--- config.mk ---
export PLATFORM = sky130hd
export DESIGN_NAME = sam_ctrl
export DESIGN_NICKNAME = d
export VERILOG_FILES = /design/src/rtl/core/sam_pkg.sv /design/src/rtl/core/sam_ctrl.sv
export SDC_FILE = /design/constraint.sdc
export NUM_CORES = 2
export LEC_CHECK = 0
export BUFFER_PORTS_ARGS = -buffer_cell sky130_fd_sc_hd__buf_2
export CORE_AREA = 4 4 322 324
export CTS_CLUSTER_DIAMETER = 80
export DETAILED_ROUTE_END_ITERATION = 6
export DIE_AREA = 0 0 326 328
export PLACE_DENSITY = 0.57
export SLEW_MARGIN = 20
export SYNTH_ARGS = -nofsm -noshare
export SYNTH_HDL_FRONTEND = slang
export SYNTH_SLANG_ARGS = --single-unit
--- constraint.sdc ---
create_clock -name i_clk -period 70.3 [get_ports i_clk]
set_clock_uncertainty 0.15 [all_clocks]
set_input_delay 7.03 -clock i_clk [delete_from_list [all_inputs] [get_ports i_clk]]
set_output_delay 7.03 -clock i_clk [all_outputs]
set_load 0.01 [all_outputs]
--- src/rtl/core/sam_pkg.sv ---
`default_nettype none
package sam_pkg;

    localparam int MaxNodes  = 8192;
    localparam int Alphabet  = 26;
    localparam int NodeW     = $clog2(MaxNodes);
    localparam int SymW      = 5;
    localparam int OutDataW  = 72;
    localparam int InDataW   = 8;

    typedef logic [NodeW-1:0] t_node;

    // One node record: longest length, suffix link and all transitions.
    typedef struct packed {
        t_node                      len;
        t_node                      link;
        logic [Alphabet-1:0][NodeW-1:0] nxt;
    } t_rec;

    typedef struct packed {
        logic  we;
        t_node waddr;
        t_rec  wdata;
        logic  re;
        t_node raddr;
    } t_mem_req;

    typedef enum logic [3:0] {
        ST_INIT,
        ST_IDLE,
        ST_WALK,
        ST_QCHK,
        ST_CLQ,
        ST_REDIR,
        ST_RLOAD,
        ST_FIN,
        ST_OUT
    } t_state;

endpackage
`default_nettype wire

--- src/rtl/core/sam_ctrl.sv ---
`default_nettype none
module sam_ctrl (
    input  wire logic                           i_clk,
    input  wire logic                           i_rst_n,
    input  wire logic                           i_s_tvalid,
    output logic                                o_s_tready,
    input  wire logic [sam_pkg::InDataW-1:0]    i_s_tdata,   // [4:0] symbol
    output logic                                o_m_tvalid,
    input  wire logic                           i_m_tready,
    // [12:0] new_node, [25:13] new_length, [38:26] new_link, [39] did_clone,
    // [52:40] clone_node, [65:53] node_count, rest zero
    output logic [sam_pkg::OutDataW-1:0]        o_m_tdata,
    output logic                                o_m_tuser,   // [0] full_res
    output sam_pkg::t_mem_req                   o_req,
    input  wire sam_pkg::t_rec                  i_rdata
);

    localparam int W = sam_pkg::NodeW;

    sam_pkg::t_state r_state, n_state;
    logic [sam_pkg::SymW-1:0] r_sym, n_sym;
    sam_pkg::t_node r_p, n_p, r_cur, n_cur, r_q, n_q, r_cl, n_cl;
    sam_pkg::t_node r_lenp, n_lenp, r_curlen, n_curlen, r_linkcur, n_linkcur;
    sam_pkg::t_node r_top, n_top, r_last, n_last;
    sam_pkg::t_rec  r_prec, n_prec;
    logic r_first, n_first, r_clone, n_clone;

    sam_pkg::t_node r_o_node, r_o_len, r_o_link, r_o_clnode, r_o_count;
    sam_pkg::t_node n_o_node, n_o_len, n_o_link, n_o_clnode, n_o_count;
    logic r_o_clone, r_o_full, n_o_clone, n_o_full;

    logic [sam_pkg::SymW-1:0] in_sym;
    logic sym_bad, store_full, accept;
    sam_pkg::t_node edge_rd, edge_prec;
    sam_pkg::t_rec  rec_mod;

    assign in_sym     = i_s_tdata[sam_pkg::SymW-1:0];
    assign sym_bad    = in_sym >= sam_pkg::SymW'(sam_pkg::Alphabet);
    assign store_full = ({1'b0, r_top} + (W+1)'(2)) >= (W+1)'(sam_pkg::MaxNodes);
    assign accept     = i_s_tvalid && o_s_tready;
    assign edge_rd    = i_rdata.nxt[r_sym];
    assign edge_prec  = r_prec.nxt[r_sym];

    // next state
    always_comb begin
        n_state = r_state;
        unique case (r_state)
            sam_pkg::ST_INIT: n_state = sam_pkg::ST_IDLE;
            sam_pkg::ST_IDLE: begin
                if (accept) begin
                    n_state = (sym_bad || store_full) ? sam_pkg::ST_OUT : sam_pkg::ST_WALK;
                end
            end
            sam_pkg::ST_WALK: begin
                if (edge_rd != '0) begin
                    n_state = sam_pkg::ST_QCHK;
                end else if (i_rdata.link == '0) begin
                    n_state = sam_pkg::ST_FIN;
                end
            end
            sam_pkg::ST_QCHK: begin
                n_state = (r_lenp + W'(1) == i_rdata.len) ? sam_pkg::ST_FIN
                                                         : sam_pkg::ST_CLQ;
            end
            sam_pkg::ST_CLQ:  n_state = sam_pkg::ST_REDIR;
            sam_pkg::ST_REDIR: begin
                if (edge_prec != r_q || r_prec.link == '0) begin
                    n_state = sam_pkg::ST_FIN;
                end else begin
                    n_state = sam_pkg::ST_RLOAD;
                end
            end
            sam_pkg::ST_RLOAD: n_state = sam_pkg::ST_REDIR;
            sam_pkg::ST_FIN:   n_state = sam_pkg::ST_OUT;
            sam_pkg::ST_OUT: begin
                if (i_m_tready) begin
                    n_state = sam_pkg::ST_IDLE;
                end
            end
            default: n_state = sam_pkg::ST_INIT;
        endcase
    end

    // outputs and datapath
    always_comb begin
        o_req      = '0;
        rec_mod    = i_rdata;
        n_sym      = r_sym;
        n_p        = r_p;
        n_cur      = r_cur;
        n_q        = r_q;
        n_cl       = r_cl;
        n_lenp     = r_lenp;
        n_curlen   = r_curlen;
        n_linkcur  = r_linkcur;
        n_top      = r_top;
        n_last     = r_last;
        n_prec     = r_prec;
        n_first    = r_first;
        n_clone    = r_clone;
        n_o_node   = r_o_node;
        n_o_len    = r_o_len;
        n_o_link   = r_o_link;
        n_o_clnode = r_o_clnode;
        n_o_count  = r_o_count;
        n_o_clone  = r_o_clone;
        n_o_full   = r_o_full;
        o_s_tready = (r_state == sam_pkg::ST_IDLE);
        o_m_tvalid = (r_state == sam_pkg::ST_OUT);

        unique case (r_state)
            sam_pkg::ST_INIT: begin
                // root record: length 0, no link, no transitions
                o_req.we    = 1'b1;
                o_req.waddr = W'(1);
                o_req.wdata = '0;
            end
            sam_pkg::ST_IDLE: begin
                if (accept) begin
                    n_sym      = in_sym;
                    n_o_node   = '0;
                    n_o_len    = '0;
                    n_o_link   = '0;
                    n_o_clone  = 1'b0;
                    n_o_clnode = '0;
                    n_o_count  = r_top;
                    n_o_full   = !sym_bad && store_full;
                    n_p        = r_last;
                    n_cur      = r_top + W'(1);
                    n_cl       = r_top + W'(2);
                    n_first    = 1'b1;
                    n_clone    = 1'b0;
                    o_req.re    = !(sym_bad || store_full);
                    o_req.raddr = r_last;
                end
            end
            sam_pkg::ST_WALK: begin
                n_first = 1'b0;
                if (r_first) begin
                    n_curlen = i_rdata.len + W'(1);
                end
                if (edge_rd != '0) begin
                    n_q         = edge_rd;
                    n_prec      = i_rdata;
                    n_lenp      = i_rdata.len;
                    o_req.re    = 1'b1;
                    o_req.raddr = edge_rd;
                end else begin
                    rec_mod.nxt[r_sym] = r_cur;
                    o_req.we    = 1'b1;
                    o_req.waddr = r_p;
                    o_req.wdata = rec_mod;
                    n_p         = i_rdata.link;
                    if (i_rdata.link == '0) begin
                        n_linkcur = W'(1);
                    end else begin
                        o_req.re    = 1'b1;
                        o_req.raddr = i_rdata.link;
                    end
                end
            end
            sam_pkg::ST_QCHK: begin
                if (r_lenp + W'(1) == i_rdata.len) begin
                    n_linkcur = r_q;
                end else begin
                    // clone takes q's link and transitions
                    rec_mod.len  = r_lenp + W'(1);
                    o_req.we     = 1'b1;
                    o_req.waddr  = r_cl;
                    o_req.wdata  = rec_mod;
                    n_clone      = 1'b1;
                    n_linkcur    = r_cl;
                end
            end
            sam_pkg::ST_CLQ: begin
                rec_mod.link = r_cl;
                o_req.we     = 1'b1;
                o_req.waddr  = r_q;
                o_req.wdata  = rec_mod;
            end
            sam_pkg::ST_REDIR: begin
                if (edge_prec == r_q) begin
                    rec_mod            = r_prec;
                    rec_mod.nxt[r_sym] = r_cl;
                    o_req.we    = 1'b1;
                    o_req.waddr = r_p;
                    o_req.wdata = rec_mod;
                    n_p         = r_prec.link;
                    if (r_prec.link != '0) begin
                        o_req.re    = 1'b1;
                        o_req.raddr = r_prec.link;
                    end
                end
            end
            sam_pkg::ST_RLOAD: begin
                n_prec = i_rdata;
            end
            sam_pkg::ST_FIN: begin
                o_req.we         = 1'b1;
                o_req.waddr      = r_cur;
                o_req.wdata      = '0;
                o_req.wdata.len  = r_curlen;
                o_req.wdata.link = r_linkcur;
                n_last     = r_cur;
                n_top      = r_clone ? r_cl : r_cur;
                n_o_node   = r_cur;
                n_o_len    = r_curlen;
                n_o_link   = r_linkcur;
                n_o_clone  = r_clone;
                n_o_clnode = r_clone ? r_cl : '0;
                n_o_count  = r_clone ? r_cl : r_cur;
                n_o_full   = 1'b0;
            end
            sam_pkg::ST_OUT: begin
            end
            default: begin
            end
        endcase
    end

    always_ff @(posedge i_clk) begin
        if (!i_rst_n) begin
            r_state <= sam_pkg::ST_INIT;
            r_top   <= W'(1);
            r_last  <= W'(1);
            r_first <= 1'b0;
            r_clone <= 1'b0;
        end else begin
            r_state <= n_state;
            r_top   <= n_top;
            r_last  <= n_last;
            r_first <= n_first;
            r_clone <= n_clone;
        end
    end

    always_ff @(posedge i_clk) begin
        r_sym      <= n_sym;
        r_p        <= n_p;
        r_cur      <= n_cur;
        r_q        <= n_q;
        r_cl       <= n_cl;
        r_lenp     <= n_lenp;
        r_curlen   <= n_curlen;
        r_linkcur  <= n_linkcur;
        r_prec     <= n_prec;
        r_o_node   <= n_o_node;
        r_o_len    <= n_o_len;
        r_o_link   <= n_o_link;
        r_o_clnode <= n_o_clnode;
        r_o_count  <= n_o_count;
        r_o_clone  <= n_o_clone;
        r_o_full   <= n_o_full;
    end

    assign o_m_tdata = {6'd0, r_o_count, r_o_clnode, r_o_clone, r_o_link, r_o_len, r_o_node};
    assign o_m_tuser = r_o_full;

    a_last_le_top: assert property (@(posedge i_clk) disable iff (!i_rst_n)
        r_last <= r_top) else $error("last node beyond top node");
    a_clone_next: assert property (@(posedge i_clk) disable iff (!i_rst_n)
        (o_m_tvalid && r_o_clone) |-> (r_o_clnode == r_o_node + W'(1)))
        else $error("clone index not next to new node");
    a_no_rw_clash: assert property (@(posedge i_clk) disable iff (!i_rst_n)
        (o_req.we && o_req.re) |-> (o_req.waddr != o_req.raddr))
        else $error("read and write of one node in a cycle");
    a_full_quiet: assert property (@(posedge i_clk) disable iff (!i_rst_n)
        (o_m_tvalid && r_o_full) |-> (r_o_node == '0 && !r_o_clone))
        else $error("refused word carries a node");

endmodule
`default_nettype wire

==> impl_results.md <==
* Outcome: finished with violations
* Failing checks: design-rule violations
* Core area at just over 0.1 mm²
* Via Count at 36000
* IO buf count at 833
* Synth warnings at 0
* Mean Syn Cell Area at about 11 µm²
* Final worst slack at ~51 ns
* Ports at 843
* Largest net degree at the start of global routing at ~210
* DRC viols at 2
* Die W at 326 µm
* Filler cell count in the final layout at 9858
* WP data required at 63.12 ns
* Primary FF master, synth: edfxtp_1
* Dpl ws at 51.01 ns
* Worst vdd ir at 0.0144 mV
* Synth top area share at 44.0%
* Clock latency on the worst-skew pair at 0.64 ns
* Cells after synthesis at around 3300
* Post-synthesis register bit count at between 500 and 600
* Async set-or-reset flop fraction in the synthesized netlist at 0%
* Mux cell area share after synthesis at 19.4%
* Via density at between 6 and 7
* Sink Count at 559
* Nets at 4291
* Top-count cell post-synth: mux2i_1
* CP max FO at 28
* EDFF count, synth at 527
* DR iter-0 viols at 5681
* Remaining antenna violation count after routing at 0
* Synth-to-Final Area Change at 21.4%
* DIE AREA at 0.107 mm²
* Critical Path AT at 12.33 ns
* Synth Area in Compound Gates at 19.8%
* Root Buffer Master: clkbuf_16
* Die H at between 300 and 400 µm
* Top post-synthesis cells by area: edfxtp_1 (44%), mux2i_1 (15%), o221ai_1 (8.3%)
* Post_cts resized at 0
* Pleak at roughly 0.018 µW
* Total Neg Setup Slack at 0 ns
* Initial antenna violation count at 35
* Worst slew pin tran at 1.21 ns
* Initial core utilization at a little over a third
* Worst setup EP type: output port
* Register Area at 0.0165 mm²
* Total Routing Usage GR at 37.7%
* Post-synth top cells: mux2i_1 (555), edfxtp_1 (527), o21ai_0 (350)
* Worst-case clock buffer depth at 3
* First-pass GRT wire length at 283000 µm
* Pwr Density at 22.4 mW/mm²
* Cell taking the most area after synthesis: edfxtp_1
* Final Setup Violations at 0
* Cts hold-fix bufs at 0
* Fmax at 51.3 MHz
* Layout cells sized above 1 at 29.6%
* Hold Path Class: flop to flop
* RSZ-0062 raised after global routing: false
* DP HPWL at 156000 µm
* Htree depth at 3
* Adder-cell area share of the yosys netlist at less than 1%
* Length of the first detailed-routing pass in iterations at 7
* # placed instances at 5206
* CTS buffer count at 69
* Sequential fraction of the synthesis area at 45.8%
* Clock transition at path regs at 0.06 ns
* Largest family of logic cells by synthesized area: compound AO/OA/AOI/OAI gates
* Non-Filler Instances at 5354
* Count of cell types in the netlist at 76
* Simple-gate portion of the synthesized area at 8.24%
* Post-synthesis xor/xnor area fraction at 1.31%
* WL/cell at roughly 40 µm
* Grt ovf at 0
* # rows at between 100 and 150
* Final Hold Viols at 0
* CTS tree: yes
* RD Place Congestion at 0.982
* Core Util, Final at 43.2%
* Relative slew margins at 18.7%
* Vias in the first global route at 33400
* Critical path class: primary input to output port
* Final Critical Period at 19.51 ns
* Post CTS Setup Buffer Count at 0
* Worst setup SP type: primary input
* Slew Limit Fails at 0
* Cell area after synthesis at around 0.036 mm²
* Final period util at 27.8%
* Post-Route WL at 212000 µm
* Max Cap Viol at 0
* Multi-input logic area at 0.0178 mm²
## registers in the layout, indices dropped and copies added, names as in the netlist, 4 cells and up
name / count
r_sym: 5
r_o_clnode: 13
r_cl: 13
r_o_count: 13
r_curlen: 13
r_last: 13
r_p: 13
r_top: 13
r_q: 13
r_o_node: 13
r_prec: 364
r_o_len: 13
r_state: 4
r_o_link: 13
r_linkcur: 13
r_lenp: 13
r_cur: 13
## cell families after synthesis
family,count (synthesis)
other cells,1
xor+xnor,54
flops,559
mux,621
fa+ha+maj,5
simple gates,559
buf+inv,432
compound gates,1025
## final cells by class
type,count,area share [%]
antenna,20,0.115
clock buffer,87,4.42
clock inverter,40,0.871
inverter,61,0.524
multi-input combinational,2270,40.8
sequential,559,37.7
tap,1368,3.92
timing repair buffer,949,11.6
## where the power goes
part | internal (µW) | leakage, µW | total, µW | switching [µW]
clock network | 218 | 0.00114 | 376 | 159
logic | 60.3 | 0.0118 | 194 | 133
registers | 391 | 0.00509 | 406 | 15.7
total | 669 | 0.0181 | 976 | 307
## per-layer routing
metal	track usage, %	wire length (µm)	up-vias	share of wire (%)
li1	-	-	14400	-
met1	49.4	80500	18200	38
met2	59.6	96600	2873	46
met3	7.85	22800	530	11
met4	18.5	12300	16	5.8
met5	0	113	-	0.053
## cell usage in the layout, fill, tap and decap left out, types with 18 or more instances in the layout
cell       Yosys  layout
nand3_1       55      55
o21ai_0      350     350
clkbuf_16      0      74
o21ai_1       32      32
edfxtp_1     527     527
xor2_1        19      19
buf_2         74     833
a221o_1       24      24
inv_1         61      61
xnor2_1       35      35
a21oi_1       49      49
and2_1        56      57
o22ai_1       65      65
a22oi_1       42      42
dfxtp_1       32      32
o221ai_1     339     339
a221oi_1      26      26
nor2_1        83      81
and3_1        44      44
nand2_1      168     165
mux4_2        62      62
diode_2        0      20
mux2i_1      555     555
buf_4         27     113
nand4_1       18      18
## worst max-delay path, stage by stage
cell,delay (ns)
buf_2,0.13
mux4_2,0.46
mux2i_1,0.63
nor3_1,0.10
nor4bb_1,0.75
nor4b_1,0.37
nand2_2,0.10
nor3_2,0.13
buf_4,0.39
nand2_1,0.80
buf_4,0.51
o221ai_1,0.62
buf_2,0.26
## per-stage QoR
step	total power (µW)	hold WS [ns]	cell area, µm²
after floorplan	519	0.299	36000
after global routing	998	0.370	43600
after global placement	599	0.329	41300
final	976	0.345	43700
after CTS	973	0.343	43600
after detailed placement	600	0.330	41300
## worst paths after layout
kind	from	endpoint	slack [ns]	cells past startpoint
max	i_rdata[155]	o_req[172]	50.79	13
max reg2reg	r_sym[0]	r_prec[140]	61.54	15
min reg2reg	r_first	r_first	0.34	2
min	r_first	r_first	0.34	2
Power figures use the tool's default switching activity.
